## src/rtl/core/aging_priority_task_scheduler_macros.svh

```systemverilog
// ----------------------------------------------------------------------------
// Aging priority task scheduler assertion macros
// Shared concurrent assertion wrappers clocked on clk.
// ----------------------------------------------------------------------------
`ifndef AGING_PRIORITY_TASK_SCHEDULER_MACROS_SVH
`define AGING_PRIORITY_TASK_SCHEDULER_MACROS_SVH

// Checked only while reset is released.
`define APTS_ASSERT(lbl, prop, msg) \
    lbl: assert property (@(posedge clk) disable iff (!rst_n) prop) else $error(msg);

// Checked at every clock edge, reset included.
`define APTS_ASSERT_ALWAYS(lbl, prop, msg) \
    lbl: assert property (@(posedge clk) prop) else $error(msg);

`endif

```

## src/rtl/core/apts_pkg.sv

```systemverilog
// ----------------------------------------------------------------------------
// Aging priority task scheduler package
// Widths, command and status codes, queue entry types and priority helpers.
// ----------------------------------------------------------------------------
package apts_pkg;

    localparam int MAX_TASKS = 16;
    localparam int POS_W     = $clog2(MAX_TASKS);
    localparam int CNT_W     = $clog2(MAX_TASKS + 1);
    localparam int SLOT_W    = 4;
    localparam int PRIO_W    = 6;

    typedef logic [SLOT_W-1:0]        slot_t;
    typedef logic signed [PRIO_W-1:0] prio_t;
    typedef logic [POS_W-1:0]         pos_t;
    typedef logic [CNT_W-1:0]         cnt_t;

    localparam prio_t PRIO_MAX       = 6'sd20;
    localparam prio_t PRIO_MIN       = -6'sd20;
    localparam prio_t PRIO_ABOVE_ALL = 6'sd21;

    typedef enum logic [1:0] {
        CMD_ADD      = 2'd0,
        CMD_REMOVE   = 2'd1,
        CMD_SET_PRIO = 2'd2,
        CMD_PICK     = 2'd3
    } cmd_t;

    typedef enum logic [2:0] {
        STAT_OK     = 3'd0,
        STAT_EMPTY  = 3'd1,
        STAT_DUP    = 3'd2,
        STAT_ABSENT = 3'd3,
        STAT_FULL   = 3'd4
    } status_t;

    typedef struct packed {
        slot_t task_id;
        prio_t static_prio;
        prio_t dynamic_prio;
    } entry_t;

    typedef enum logic [1:0] {
        SRC_KEEP,
        SRC_NEXT,
        SRC_NEW
    } src_t;

    typedef struct packed {
        src_t src;
        logic age;
    } cell_ctl_t;

    function automatic prio_t clamp_prio(input prio_t raw);
        prio_t res;
        res = raw;
        if (raw > PRIO_MAX)
        begin
            res = PRIO_MAX;
        end
        else if (raw < PRIO_MIN)
        begin
            res = PRIO_MIN;
        end
        return res;
    endfunction

    function automatic prio_t age_prio(input prio_t p);
        prio_t res;
        res = p;
        if (p > PRIO_MIN)
        begin
            res = p - 6'sd1;
        end
        return res;
    endfunction

endpackage

```

## src/rtl/core/apts_cell.sv

```systemverilog
// ----------------------------------------------------------------------------
// Queue cell
// Holds one ready queue entry and loads it from itself, its neighbor toward
// the tail or the broadcast entry, aging the dynamic priority on request.
// ----------------------------------------------------------------------------
module apts_cell
    import apts_pkg::*;
(
    input  logic      clk,
    input  cell_ctl_t ctl,
    input  entry_t    next_entry,
    input  entry_t    new_entry,
    output entry_t    entry
);

    entry_t entry_reg;
    entry_t entry_next;
    entry_t src_entry;

    always_comb
    begin
        case (ctl.src)
            SRC_NEXT: src_entry = next_entry;
            SRC_NEW:  src_entry = new_entry;
            default:  src_entry = entry_reg;
        endcase
        entry_next = src_entry;
        if (ctl.age)
        begin
            entry_next.dynamic_prio = age_prio(src_entry.dynamic_prio);
        end
    end

    always_ff @(posedge clk)
    begin
        entry_reg <= entry_next;
    end

    assign entry = entry_reg;

endmodule

```

## src/rtl/core/apts_min_tree.sv

```systemverilog
// ----------------------------------------------------------------------------
// Minimum search tree
// Finds the position of the lowest dynamic priority; on a tie the lower
// position wins.
// ----------------------------------------------------------------------------
module apts_min_tree
    import apts_pkg::*;
(
    input  prio_t dyn [MAX_TASKS],
    output pos_t  min_pos
);

    localparam int LEVELS = (POS_W < 1) ? 1 : POS_W;
    localparam int LEAVES = 1 << LEVELS;

    prio_t node_prio [LEVELS+1][LEAVES];
    pos_t  node_pos  [LEVELS+1][LEAVES];

    always_comb
    begin
        for (int l = 0; l <= LEVELS; l++)
        begin
            for (int n = 0; n < LEAVES; n++)
            begin
                node_prio[l][n] = PRIO_ABOVE_ALL;
                node_pos[l][n]  = '0;
            end
        end
        for (int n = 0; n < LEAVES; n++)
        begin
            node_pos[0][n] = pos_t'(n);
            if (n < MAX_TASKS)
            begin
                node_prio[0][n] = dyn[n];
            end
        end
        for (int l = 0; l < LEVELS; l++)
        begin
            for (int n = 0; n < (LEAVES >> (l + 1)); n++)
            begin
                if (node_prio[l][2*n+1] < node_prio[l][2*n])
                begin
                    node_prio[l+1][n] = node_prio[l][2*n+1];
                    node_pos[l+1][n]  = node_pos[l][2*n+1];
                end
                else
                begin
                    node_prio[l+1][n] = node_prio[l][2*n];
                    node_pos[l+1][n]  = node_pos[l][2*n];
                end
            end
        end
    end

    assign min_pos = node_pos[LEVELS][0];

endmodule

```

## src/rtl/core/aging_priority_task_scheduler.sv

```systemverilog
// ----------------------------------------------------------------------------
// Aging priority task scheduler
// Ordered ready queue held in a chain of cells, head at cell zero. Commands
// add, remove, set priority and pick the most urgent entry with aging.
// ----------------------------------------------------------------------------
// Channel   | Handshake           | Payload
// command   | start, busy         | command, task_slot, priority_req
// result    | done (strobe)       | status, chosen_task, chosen_priority
//
// Each command has an evaluation state, for the slot match and the minimum
// search over all cells, then an update state, in which the chain loads or
// shifts its entries and, on a pick, ages them. A new command is accepted in
// the update state. The result appears in the cycle after the update.
// Reset empties the queue at once; there is no clearing pass.
// The receiver cannot stall results.
// ----------------------------------------------------------------------------
`include "aging_priority_task_scheduler_macros.svh"

module aging_priority_task_scheduler
    import apts_pkg::*;
(
    input  logic                     clk,
    input  logic                     rst_n,
    input  logic                     start,
    output logic                     busy,
    input  logic [1:0]               command,
    input  logic [SLOT_W-1:0]        task_slot,
    input  logic signed [PRIO_W-1:0] priority_req,
    output logic                     done,
    output logic [2:0]               status,
    output logic [SLOT_W-1:0]        chosen_task,
    output logic signed [PRIO_W-1:0] chosen_priority
);

    typedef enum logic [2:0] {
        S_IDLE  = 3'b001,
        S_EVAL  = 3'b010,
        S_APPLY = 3'b100
    } state_t;

    state_t    state_reg;
    state_t    state_next;
    cnt_t      count_reg;
    cnt_t      count_next;
    logic      done_reg;
    cmd_t      cmd_reg;
    slot_t     slot_reg;
    prio_t     prio_reg;
    logic      found_reg;
    pos_t      pos_reg;
    pos_t      win_pos_reg;
    status_t   status_reg;
    slot_t     chosen_task_reg;
    prio_t     chosen_prio_reg;

    logic      accept;
    logic      apply_ok;
    status_t   status_next;
    entry_t    cell_entry [MAX_TASKS];
    cell_ctl_t cell_ctl   [MAX_TASKS];
    prio_t     tree_dyn   [MAX_TASKS];
    logic [MAX_TASKS-1:0] match;
    pos_t      match_pos;
    pos_t      tree_pos;
    entry_t    new_entry;
    entry_t    win_entry;

    assign busy   = (state_reg == S_EVAL);
    assign accept = start && !busy;

    genvar gi;
    generate
        for (gi = 0; gi < MAX_TASKS; gi++)
        begin : g_cell
            if (gi < MAX_TASKS - 1)
            begin : g_mid
                apts_cell u_cell (
                    .clk        (clk),
                    .ctl        (cell_ctl[gi]),
                    .next_entry (cell_entry[gi+1]),
                    .new_entry  (new_entry),
                    .entry      (cell_entry[gi])
                );
            end
            else
            begin : g_last
                apts_cell u_cell (
                    .clk        (clk),
                    .ctl        (cell_ctl[gi]),
                    .next_entry (cell_entry[gi]),
                    .new_entry  (new_entry),
                    .entry      (cell_entry[gi])
                );
            end
        end
    endgenerate

    always_comb
    begin
        match_pos = '0;
        for (int i = 0; i < MAX_TASKS; i++)
        begin
            match[i]    = (cnt_t'(i) < count_reg) && (cell_entry[i].task_id == slot_reg);
            tree_dyn[i] = (cnt_t'(i) < count_reg) ? cell_entry[i].dynamic_prio
                                                  : PRIO_ABOVE_ALL;
            if (match[i])
            begin
                match_pos = match_pos | pos_t'(i);
            end
        end
    end

    apts_min_tree u_min_tree (
        .dyn     (tree_dyn),
        .min_pos (tree_pos)
    );

    assign win_entry = cell_entry[win_pos_reg];

    always_comb
    begin
        status_next = STAT_OK;
        case (cmd_reg)
            CMD_ADD:
            begin
                if (found_reg)
                begin
                    status_next = STAT_DUP;
                end
                else if (count_reg == cnt_t'(MAX_TASKS))
                begin
                    status_next = STAT_FULL;
                end
            end
            CMD_REMOVE, CMD_SET_PRIO:
            begin
                if (!found_reg)
                begin
                    status_next = STAT_ABSENT;
                end
            end
            CMD_PICK:
            begin
                if (count_reg == '0)
                begin
                    status_next = STAT_EMPTY;
                end
            end
            default: status_next = STAT_OK;
        endcase
    end

    assign apply_ok = (state_reg == S_APPLY) && (status_next == STAT_OK);

    always_comb
    begin
        if (cmd_reg == CMD_PICK)
        begin
            new_entry.task_id      = win_entry.task_id;
            new_entry.static_prio  = win_entry.static_prio;
            new_entry.dynamic_prio = win_entry.static_prio;
        end
        else
        begin
            new_entry.task_id      = slot_reg;
            new_entry.static_prio  = prio_reg;
            new_entry.dynamic_prio = prio_reg;
        end
    end

    always_comb
    begin
        count_next = count_reg;
        for (int i = 0; i < MAX_TASKS; i++)
        begin
            cell_ctl[i].src = SRC_KEEP;
            cell_ctl[i].age = 1'b0;
            if (apply_ok)
            begin
                case (cmd_reg)
                    CMD_ADD:
                    begin
                        if (cnt_t'(i) == count_reg)
                        begin
                            cell_ctl[i].src = SRC_NEW;
                        end
                    end
                    CMD_REMOVE:
                    begin
                        if (pos_t'(i) >= pos_reg)
                        begin
                            cell_ctl[i].src = SRC_NEXT;
                        end
                    end
                    CMD_SET_PRIO:
                    begin
                        if (pos_t'(i) == pos_reg)
                        begin
                            cell_ctl[i].src = SRC_NEW;
                        end
                    end
                    CMD_PICK:
                    begin
                        if (cnt_t'(i + 1) == count_reg)
                        begin
                            cell_ctl[i].src = SRC_NEW;
                        end
                        else if (pos_t'(i) >= win_pos_reg)
                        begin
                            cell_ctl[i].src = SRC_NEXT;
                            cell_ctl[i].age = 1'b1;
                        end
                        else
                        begin
                            cell_ctl[i].age = 1'b1;
                        end
                    end
                    default: cell_ctl[i].src = SRC_KEEP;
                endcase
            end
        end
        if (apply_ok && (cmd_reg == CMD_ADD))
        begin
            count_next = count_reg + cnt_t'(1);
        end
        else if (apply_ok && (cmd_reg == CMD_REMOVE))
        begin
            count_next = count_reg - cnt_t'(1);
        end
    end

    always_comb
    begin
        case (state_reg)
            S_IDLE:  state_next = start ? S_EVAL : S_IDLE;
            S_EVAL:  state_next = S_APPLY;
            S_APPLY: state_next = start ? S_EVAL : S_IDLE;
            default: state_next = S_IDLE;
        endcase
    end

    always_ff @(posedge clk or negedge rst_n)
    begin
        if (!rst_n)
        begin
            state_reg <= S_IDLE;
            count_reg <= '0;
            done_reg  <= 1'b0;
        end
        else
        begin
            state_reg <= state_next;
            count_reg <= count_next;
            done_reg  <= (state_reg == S_APPLY);
        end
    end

    always_ff @(posedge clk)
    begin
        if (accept)
        begin
            cmd_reg  <= cmd_t'(command);
            slot_reg <= task_slot;
            prio_reg <= clamp_prio(priority_req);
        end
        if (state_reg == S_EVAL)
        begin
            found_reg   <= |match;
            pos_reg     <= match_pos;
            win_pos_reg <= tree_pos;
        end
        if (state_reg == S_APPLY)
        begin
            status_reg <= status_next;
            if (apply_ok && (cmd_reg == CMD_PICK))
            begin
                chosen_task_reg <= win_entry.task_id;
                chosen_prio_reg <= win_entry.static_prio;
            end
            else
            begin
                chosen_task_reg <= '0;
                chosen_prio_reg <= '0;
            end
        end
    end

    assign done            = done_reg;
    assign status          = status_reg;
    assign chosen_task     = chosen_task_reg;
    assign chosen_priority = chosen_prio_reg;

    `APTS_ASSERT(a_count_bound, count_reg <= cnt_t'(MAX_TASKS), "Queue count exceeds capacity.")
    `APTS_ASSERT(a_done_after_apply, (state_reg == S_APPLY) |=> done_reg, "Result strobe missing after update.")
    `APTS_ASSERT(a_no_spurious_done, (state_reg != S_APPLY) |=> !done_reg, "Result strobe without an update.")
    `APTS_ASSERT(a_add_grows, (apply_ok && (cmd_reg == CMD_ADD)) |=> (count_reg == $past(count_reg) + cnt_t'(1)), "Successful add did not grow the queue.")
    `APTS_ASSERT(a_fail_no_choice, (done_reg && (status_reg != STAT_OK)) |-> ((chosen_task_reg == '0) && (chosen_prio_reg == '0)), "Failed command reports a chosen task.")

endmodule
```

## config.mk

```make
export PLATFORM = sky130hd
export DESIGN_NAME = aging_priority_task_scheduler
export DESIGN_NICKNAME = d
export VERILOG_FILES = /design/src/rtl/core/apts_pkg.sv /design/src/rtl/core/apts_cell.sv /design/src/rtl/core/apts_min_tree.sv /design/src/rtl/core/aging_priority_task_scheduler.sv
export VERILOG_INCLUDE_DIRS = /design/src /design/src/rtl/core
export SDC_FILE = /design/constraint.sdc
export NUM_CORES = 1
export LEC_CHECK = 0
export ABC_AREA = 0
export BUFFER_PORTS_ARGS = -buffer_cell sky130_fd_sc_hd__buf_2
export CAP_MARGIN = 20
export CORE_MARGIN = 10
export CORE_UTILIZATION = 23
export CTS_BUF_LIST = sky130_fd_sc_hd__clkbuf_4 sky130_fd_sc_hd__clkbuf_8
export DETAILED_ROUTE_END_ITERATION = 6
export HOLD_SLACK_MARGIN = 0.02
export SYNTH_ARGS = -nofsm -noshare
export SYNTH_HDL_FRONTEND = slang
export SYNTH_HIERARCHICAL = 1
export SYNTH_SLANG_ARGS = --single-unit
```

## constraint.sdc

```tcl
create_clock -name clk -period 7.85 [get_ports clk]
set_input_delay 0.785 -clock clk [delete_from_list [all_inputs] [get_ports clk]]
set_output_delay 0.785 -clock clk [all_outputs]
set_load 0.03 [all_outputs]
```

==> results.md, run 1 <==
* M1 GR Usage at 18.1%
* Vias in the first global route at 18700
* Worst setup SP type: flip-flop
* Drt initial violations at 2002
* Mapped Cells at 2355
* Dpl hpwl at 55800 um
* Synth Area in Simple Gates at 14.6%
* CTS Buffer Depth at 3
* Post-synth ARST share at 3.01%
* Layout cells sized above 1 at 24.0%
* Routed len/inst at 20.7 um
* Worst reg-to-reg setup slack at 170 ps
* Largest family of logic cells by synthesized area: compound AO/OA/AOI/OAI gates
* Ys Warns at 6
* Gr busiest metal: met2
* Buffers & Inverters on Critical Path at 4
* Fin crit period at 7680 ps
* Xor/xnor share of the synthesized area at 4.44%
* Final instance area at 26800 um^2
* Final Util at 26.8%
* Die Y at 337 um
* Setup Skew at 28.3 ps
* Syn avg cell area at 9.80 um^2
* Yosys cell types at 89
* Number of port buffers at 29
* Final setup vio count at 0
* Critical path's top delay family: compound AO/OA/AOI/OAI gates
* Area Growth Syn to Fin at 16.0%
* Vias/cell at 5.20
* Met3 usage at 3.05%
* Slew of the pin with the lowest slew margin at 1160 ps
* Site Rows at 116
* Total global routing overflow at 0
* Post-synth EDFFs at 194
* Post-Synthesis Net Count at 2520
* Crit path max fanout at 6
* Fillers at 10600
* CTS tree: built
* Fin. Hold Viols at 0
* CP dominant cell by count: ha_1
* Ports at 30
* Die Width at 337 um
* Clock Tree Root: clkbuf_8
* Placed cell area at 25000 um^2
* Sequential element share of the synthesized area at 34.6%
* GPL Wtd Cong at 0.954
* # DRC at 0
* Total GRT Usage at 13.2%
* Placeable core area at 99900 um^2
* Filler-free cell count of the finished design at 3786
* Cell area after synthesis at 23100 um^2
* Ys flop type: edfxtp_1
* Post-route ant nets at 0
* Via Count at 19700
* Die area at 113000 um^2
* Max-Slew Margin vs Limit at 22.5%
* Slew Limit Fails at 0
* Hold Crit Class: in -> reg
* Routed wire length at 78200 um
* Cell taking the most area after synthesis: edfxtp_1
* Critical path arrival at 8100 ps
* H-tree levels at 2
* Skew-Pair Late Insertion Delay at 680 ps
* Mux cell area share after synthesis at 7.67%
* CP endpoint kind: flip-flop
* Adder and majority gate portion of the synthesized area at 8.13%
* CTS Buf Count at 56
* First-pass GRT wire length at 116000 um
* Critical path's slowest cell: dfrtp_1
* Crit path largest cell delay at 410 ps
* Compound-gate portion of the synthesized area at 23.9%
* Clock transition at path regs at 60 ps
* Inst Count DP at 3662
* Final net count at 2604
* Top post-synthesis cells by area: edfxtp_1 25%, dfxtp_1 8.3%, ha_1 8.1%
* Fmax at 130 MHz
* Setup TNS at 0 ps
* Crit path kind: reg -> reg
* Clk sinks at 299
* Max_cap viols at 0
* Max FFs per register at 240
* Largest net degree at the start of global routing at 47
* WP data required at 8270 ps
* Run status: complete, no violations
* Flops & latches, synth at 299
* Initial antenna violation count at 2
* Met2 Use GR at 19.8%
* Synth top area share at 25.2%
* Pre-Repair DR Iteration Count at 6
* Final period util at 97.9%
* Starting Density at 23.1%
[through the flow]
step | hold WS [ps] | setup slack (ps)
2_1_floorplan | 433 | 32.4
3_3_place_gp | 481 | 16.2
3_5_place_dp | 482 | -122
4_1_cts | 240 | 0.922
5_1_grt | 246 | -65.5
6_report | 278 | 169
[per-layer routing]
layer | part of all wire, % | up-vias
met3 | 9.7 | 162
met1 | 43 | 9573
li1 | - | 9013
met5 | 0.14 | -
met4 | 3.3 | 4
met2 | 43 | 930
[synth_stat cells (31+ instances only)]
master	n
nor2_1	295
edfxtp_1	194
a22oi_1	186
ha_1	150
inv_1	119
mux2i_1	118
a21oi_1	101
dfxtp_1	96
o21ai_2	86
nand2_1	75
clkbuf_1	73
a221o_1	65
xor2_1	64
xnor2_1	53
nand3_1	47
nor2b_1	44
buf_6	41
or2_2	36
nand4_1	31
[cells in the final DEF (no fill, tap or decap), types with 14 or more instances in the layout]
cell / synthesis / routed
nor3_1: 21 / 20
clkbuf_8: 0 / 67
clkbuf_4: 0 / 27
nand4_1: 31 / 31
and3_1: 19 / 19
nand3_1: 47 / 47
nand2_2: 16 / 17
inv_4: 15 / 15
a21o_1: 14 / 14
o21ai_4: 15 / 16
buf_4: 18 / 143
nor2_1: 295 / 292
xor2_1: 64 / 64
mux4_2: 14 / 14
nand2b_1: 25 / 25
xnor2_1: 53 / 53
o21ai_0: 23 / 17
dfxtp_1: 96 / 96
o21ai_2: 86 / 90
or2_2: 36 / 33
ha_1: 150 / 145
nor2b_1: 44 / 43
buf_2: 22 / 29
o311ai_4: 16 / 17
a221o_1: 65 / 65
mux2i_1: 118 / 110
nand2_1: 75 / 73
edfxtp_1: 194 / 194
inv_1: 119 / 119
a21oi_1: 101 / 72
a22oi_1: 186 / 186
and2_1: 21 / 21
o211ai_1: 23 / 23
a221o_2: 15 / 15
a41o_1: 17 / 15
o22ai_1: 24 / 24
a21oi_2: 0 / 22
[worst reg2reg max path, delay by kind of cell (launching register included)]
kind                     cells  cell delay, ps
AND/OR/NAND/NOR              5            1040
flip-flops                   1             410
adder cells (fa/ha/maj)      4            1130
multiplexers                 3             970
AO/OA/AOI/OAI               15            3360
buffers and inverters        4             540
[kinds of logic after synthesis]
logic type	count (synthesis)
AND/OR/NAND/NOR	688
buffers and inverters	291
multiplexers	148
XOR/XNOR	117
flip-flops	299
AO/OA/AOI/OAI	662
adder cells (fa/ha/maj)	150
[final timing paths]
path	from	end	cells after the start
max	count_reg[1]	win_pos_reg[0]	31
min	command[0]	cmd_reg[0]	1
max reg2reg	count_reg[1]	win_pos_reg[0]	31
min reg2reg	state_reg[1]	state_reg[1]	1
max in group asynchronous	rst_n	state_reg[0]	2
min in group asynchronous	rst_n	done	2
[repair_timing]
item | in CTS | in global routing
setup buffers | 2 | 14
gates cloned | 0 | 0
pin swaps | 0 | 21
endpoints found under the setup margin | 3 | 4
hold endpoints to repair | 8 | 0
hold buffers | 1 | 0
resized for setup | 15 | 77
[cell type report]
class,instances,area [um^2],area share [%]
antenna,1,2.50,0.00935
tap,1298,1620,6.07
clock buffer,94,1120,4.20
sequential,299,7980,29.8
multi-input combinational,1765,14100,52.6
timing repair buffer,182,1340,5.00
clock inverter,12,91.3,0.341
inverter,135,546,2.04
Power of run 1 is left out: the tool's default activity adds up to more than one toggle a clock period on the data nets, which glitch-free logic cannot reach.
==> run 2: changes to the inputs <==
BUFFER_PORTS_ARGS = -buffer_cell sky130_fd_sc_hd__buf_4   (was -buffer_cell sky130_fd_sc_hd__buf_2)
CORE_MARGIN = 2   (was 10)
GPL_TIMING_DRIVEN = 0   (was unset)
==> results.md, run 2 (same netlist as run 1, synthesis figures left out) <==
* Crit path kind: reg -> reg
* Routed wire length at 76100 um
* R2R Path Start: count_reg[2]
* WP data required at 8240 ps
* Max FFs per register at 240
* Placeable core area at 99700 um^2
* Max-Slew Margin vs Limit at 28.0%
* Starting Density at 23.1%
* Area Growth Syn to Fin at 22.3%
* Worst setup SP type: flip-flop
* Fin crit period at 7790 ps
* Final period util at 99.2%
* Die Y at 321 um
* Clk sinks at 299
* Critical path's slowest cell: dfrtp_2
* Fin. Hold Viols at 0
* Worst reg2reg path endpoint: win_pos_reg[0]
* Final Util at 28.3%
* Fmax at 128 MHz
* Largest net degree at the start of global routing at 19
* Die Width at 321 um
* Number of port buffers at 29
* Seq. cell area at 7980 um^2
* Initial antenna violation count at 2
* Crit path max fanout at 8
* CP dominant cell by count: ha_4
* Via Count at 19900
* CP endpoint kind: flip-flop
* Footprint of the multi-input gates at 14500 um^2
* Run status: complete, no violations
* CTS Buffer Depth at 3
* H-tree levels at 2
* Max_cap viols at 0
* Site Rows at 116
* Layout cells sized above 1 at 26.7%
* Commonest non-fill, non-tap cells in the layout: 288 x nor2_1, 194 x edfxtp_1, 186 x a22oi_1
* Skew-Pair Late Insertion Delay at 700 ps
* Slew of the pin with the lowest slew margin at 1080 ps
* Clock transition at path regs at 60 ps
* Dpl hpwl at 56500 um
* Clock Tree Root: clkbuf_8
* Leading cell type in the layout, fill and taps excluded: nor2_1
* Fillers at 10300
* GPL Wtd Cong at 0.950
* Vias/cell at 5.11
* CTS tree: built
* Hold Crit Class: in -> reg
* Final setup vio count at 0
* Total global routing overflow at 0
* Crit path to: win_pos_reg[0]
* Crit path largest cell delay at 450 ps
* Routed len/inst at 19.5 um
* Critical path arrival at 8180 ps
* CTS Buf Count at 56
* RSZ-0062 raised after global routing: true
* First-pass GRT wire length at 115000 um
* Setup Skew at 65.5 ps
* Post-route ant nets at 0
* Vias in the first global route at 19200
* Worst reg-to-reg setup slack at 60 ps
* Slack of the critical path at 63.4 ps
* CP Launch Point: count_reg[2]
* Pre-Repair DR Iteration Count at 6
* Total GRT Usage at 14.3%
* Pre-CTS worst setup slack at -1820 ps
* Die area at 103000 um^2
* Worst Reg-to-Reg Cells at 34
* Slew Limit Fails at 0
* Drt initial violations at 2308
* Ports at 30
* Final net count at 2718
* # DRC at 0
run 2: changes by cell type in the layout (fill, tap and decap cells not counted), moves of 10 or more:
| cell | previous run | this run |
|---|---|---|
| clkbuf_1 | 0 | 64 |
| buf_6 | 8 | 54 |
| a21oi_4 | 7 | 17 |
| buf_2 | 29 | 19 |
| ha_1 | 145 | 135 |
| inv_1 | 119 | 109 |
run 2: worst min-delay path by stage:
| stage | start | end | slack, ps | cells past startpoint |
|---|---|---|---|---|
| after detailed placement | state_reg[1] | state_reg[1] | 480 | 1 |
| after CTS | task_slot[2] | slot_reg[2] | 250 | 1 |
| final | task_slot[3] | slot_reg[3] | 290 | 1 |
| after global placement | state_reg[1] | state_reg[1] | 450 | 1 |
| after floorplan | state_reg[1] | state_reg[1] | 430 | 1 |
| after global routing | task_slot[2] | slot_reg[2] | 270 | 1 |
run 2: stage by stage:
step / TNS [ps] / hold slack (ps) / instance area, um^2 / std cells
after global placement: -6020 / 450 / 25000 / 3682
final: 0 / 292 / 28200 / 3899
after floorplan: 0 / 433 / 23100 / 2355
after global routing: -438 / 269 / 28200 / 3899
after detailed placement: -6600 / 479 / 25300 / 3694
after CTS: -63.6 / 254 / 27600 / 3863
run 2: worst max-delay path, delay by kind of cell (launching register included):
family,cells,cell delay [ps]
buf+inv,3,400
flops,1,450
fa+ha+maj,4,850
mux,3,850
simple gates,11,2530
compound gates,13,2430
run 2: cell type report:
cell class	count	share of cell area (%)
repair buffers	141	4.50
inverters	135	1.95
flip-flops and latches	299	28.3
clock buffers	77	3.38
diodes	1	0.00886
plain buffers	154	3.84
clock inverters	28	0.811
multi-input cells	1766	51.5
well taps	1298	5.75
run 2: timing repair:
item | in CTS | in global routing
cloned | 1 | 2
setup endpoints to repair | 4 | 4
setup buffers | 63 | 34
resized for setup | 132 | 85
endpoints found under the hold margin | 8 | 0
hold buffers | 1 | 0
pin swaps | 25 | 28
run 2: per-layer routing:
metal | part of all wire, % | routed length, um | vias up | GRT usage [%]
li1 | - | - | 9250 | -
met1 | 43 | 32600 | 9647 | 18.9
met2 | 46 | 35100 | 886 | 23.6
met3 | 7.8 | 5960 | 146 | 2.41
met4 | 3.2 | 2410 | 0 | 4.57
met5 | 0 | 0 | - | 0
Power of run 2 is left out for the same reason.
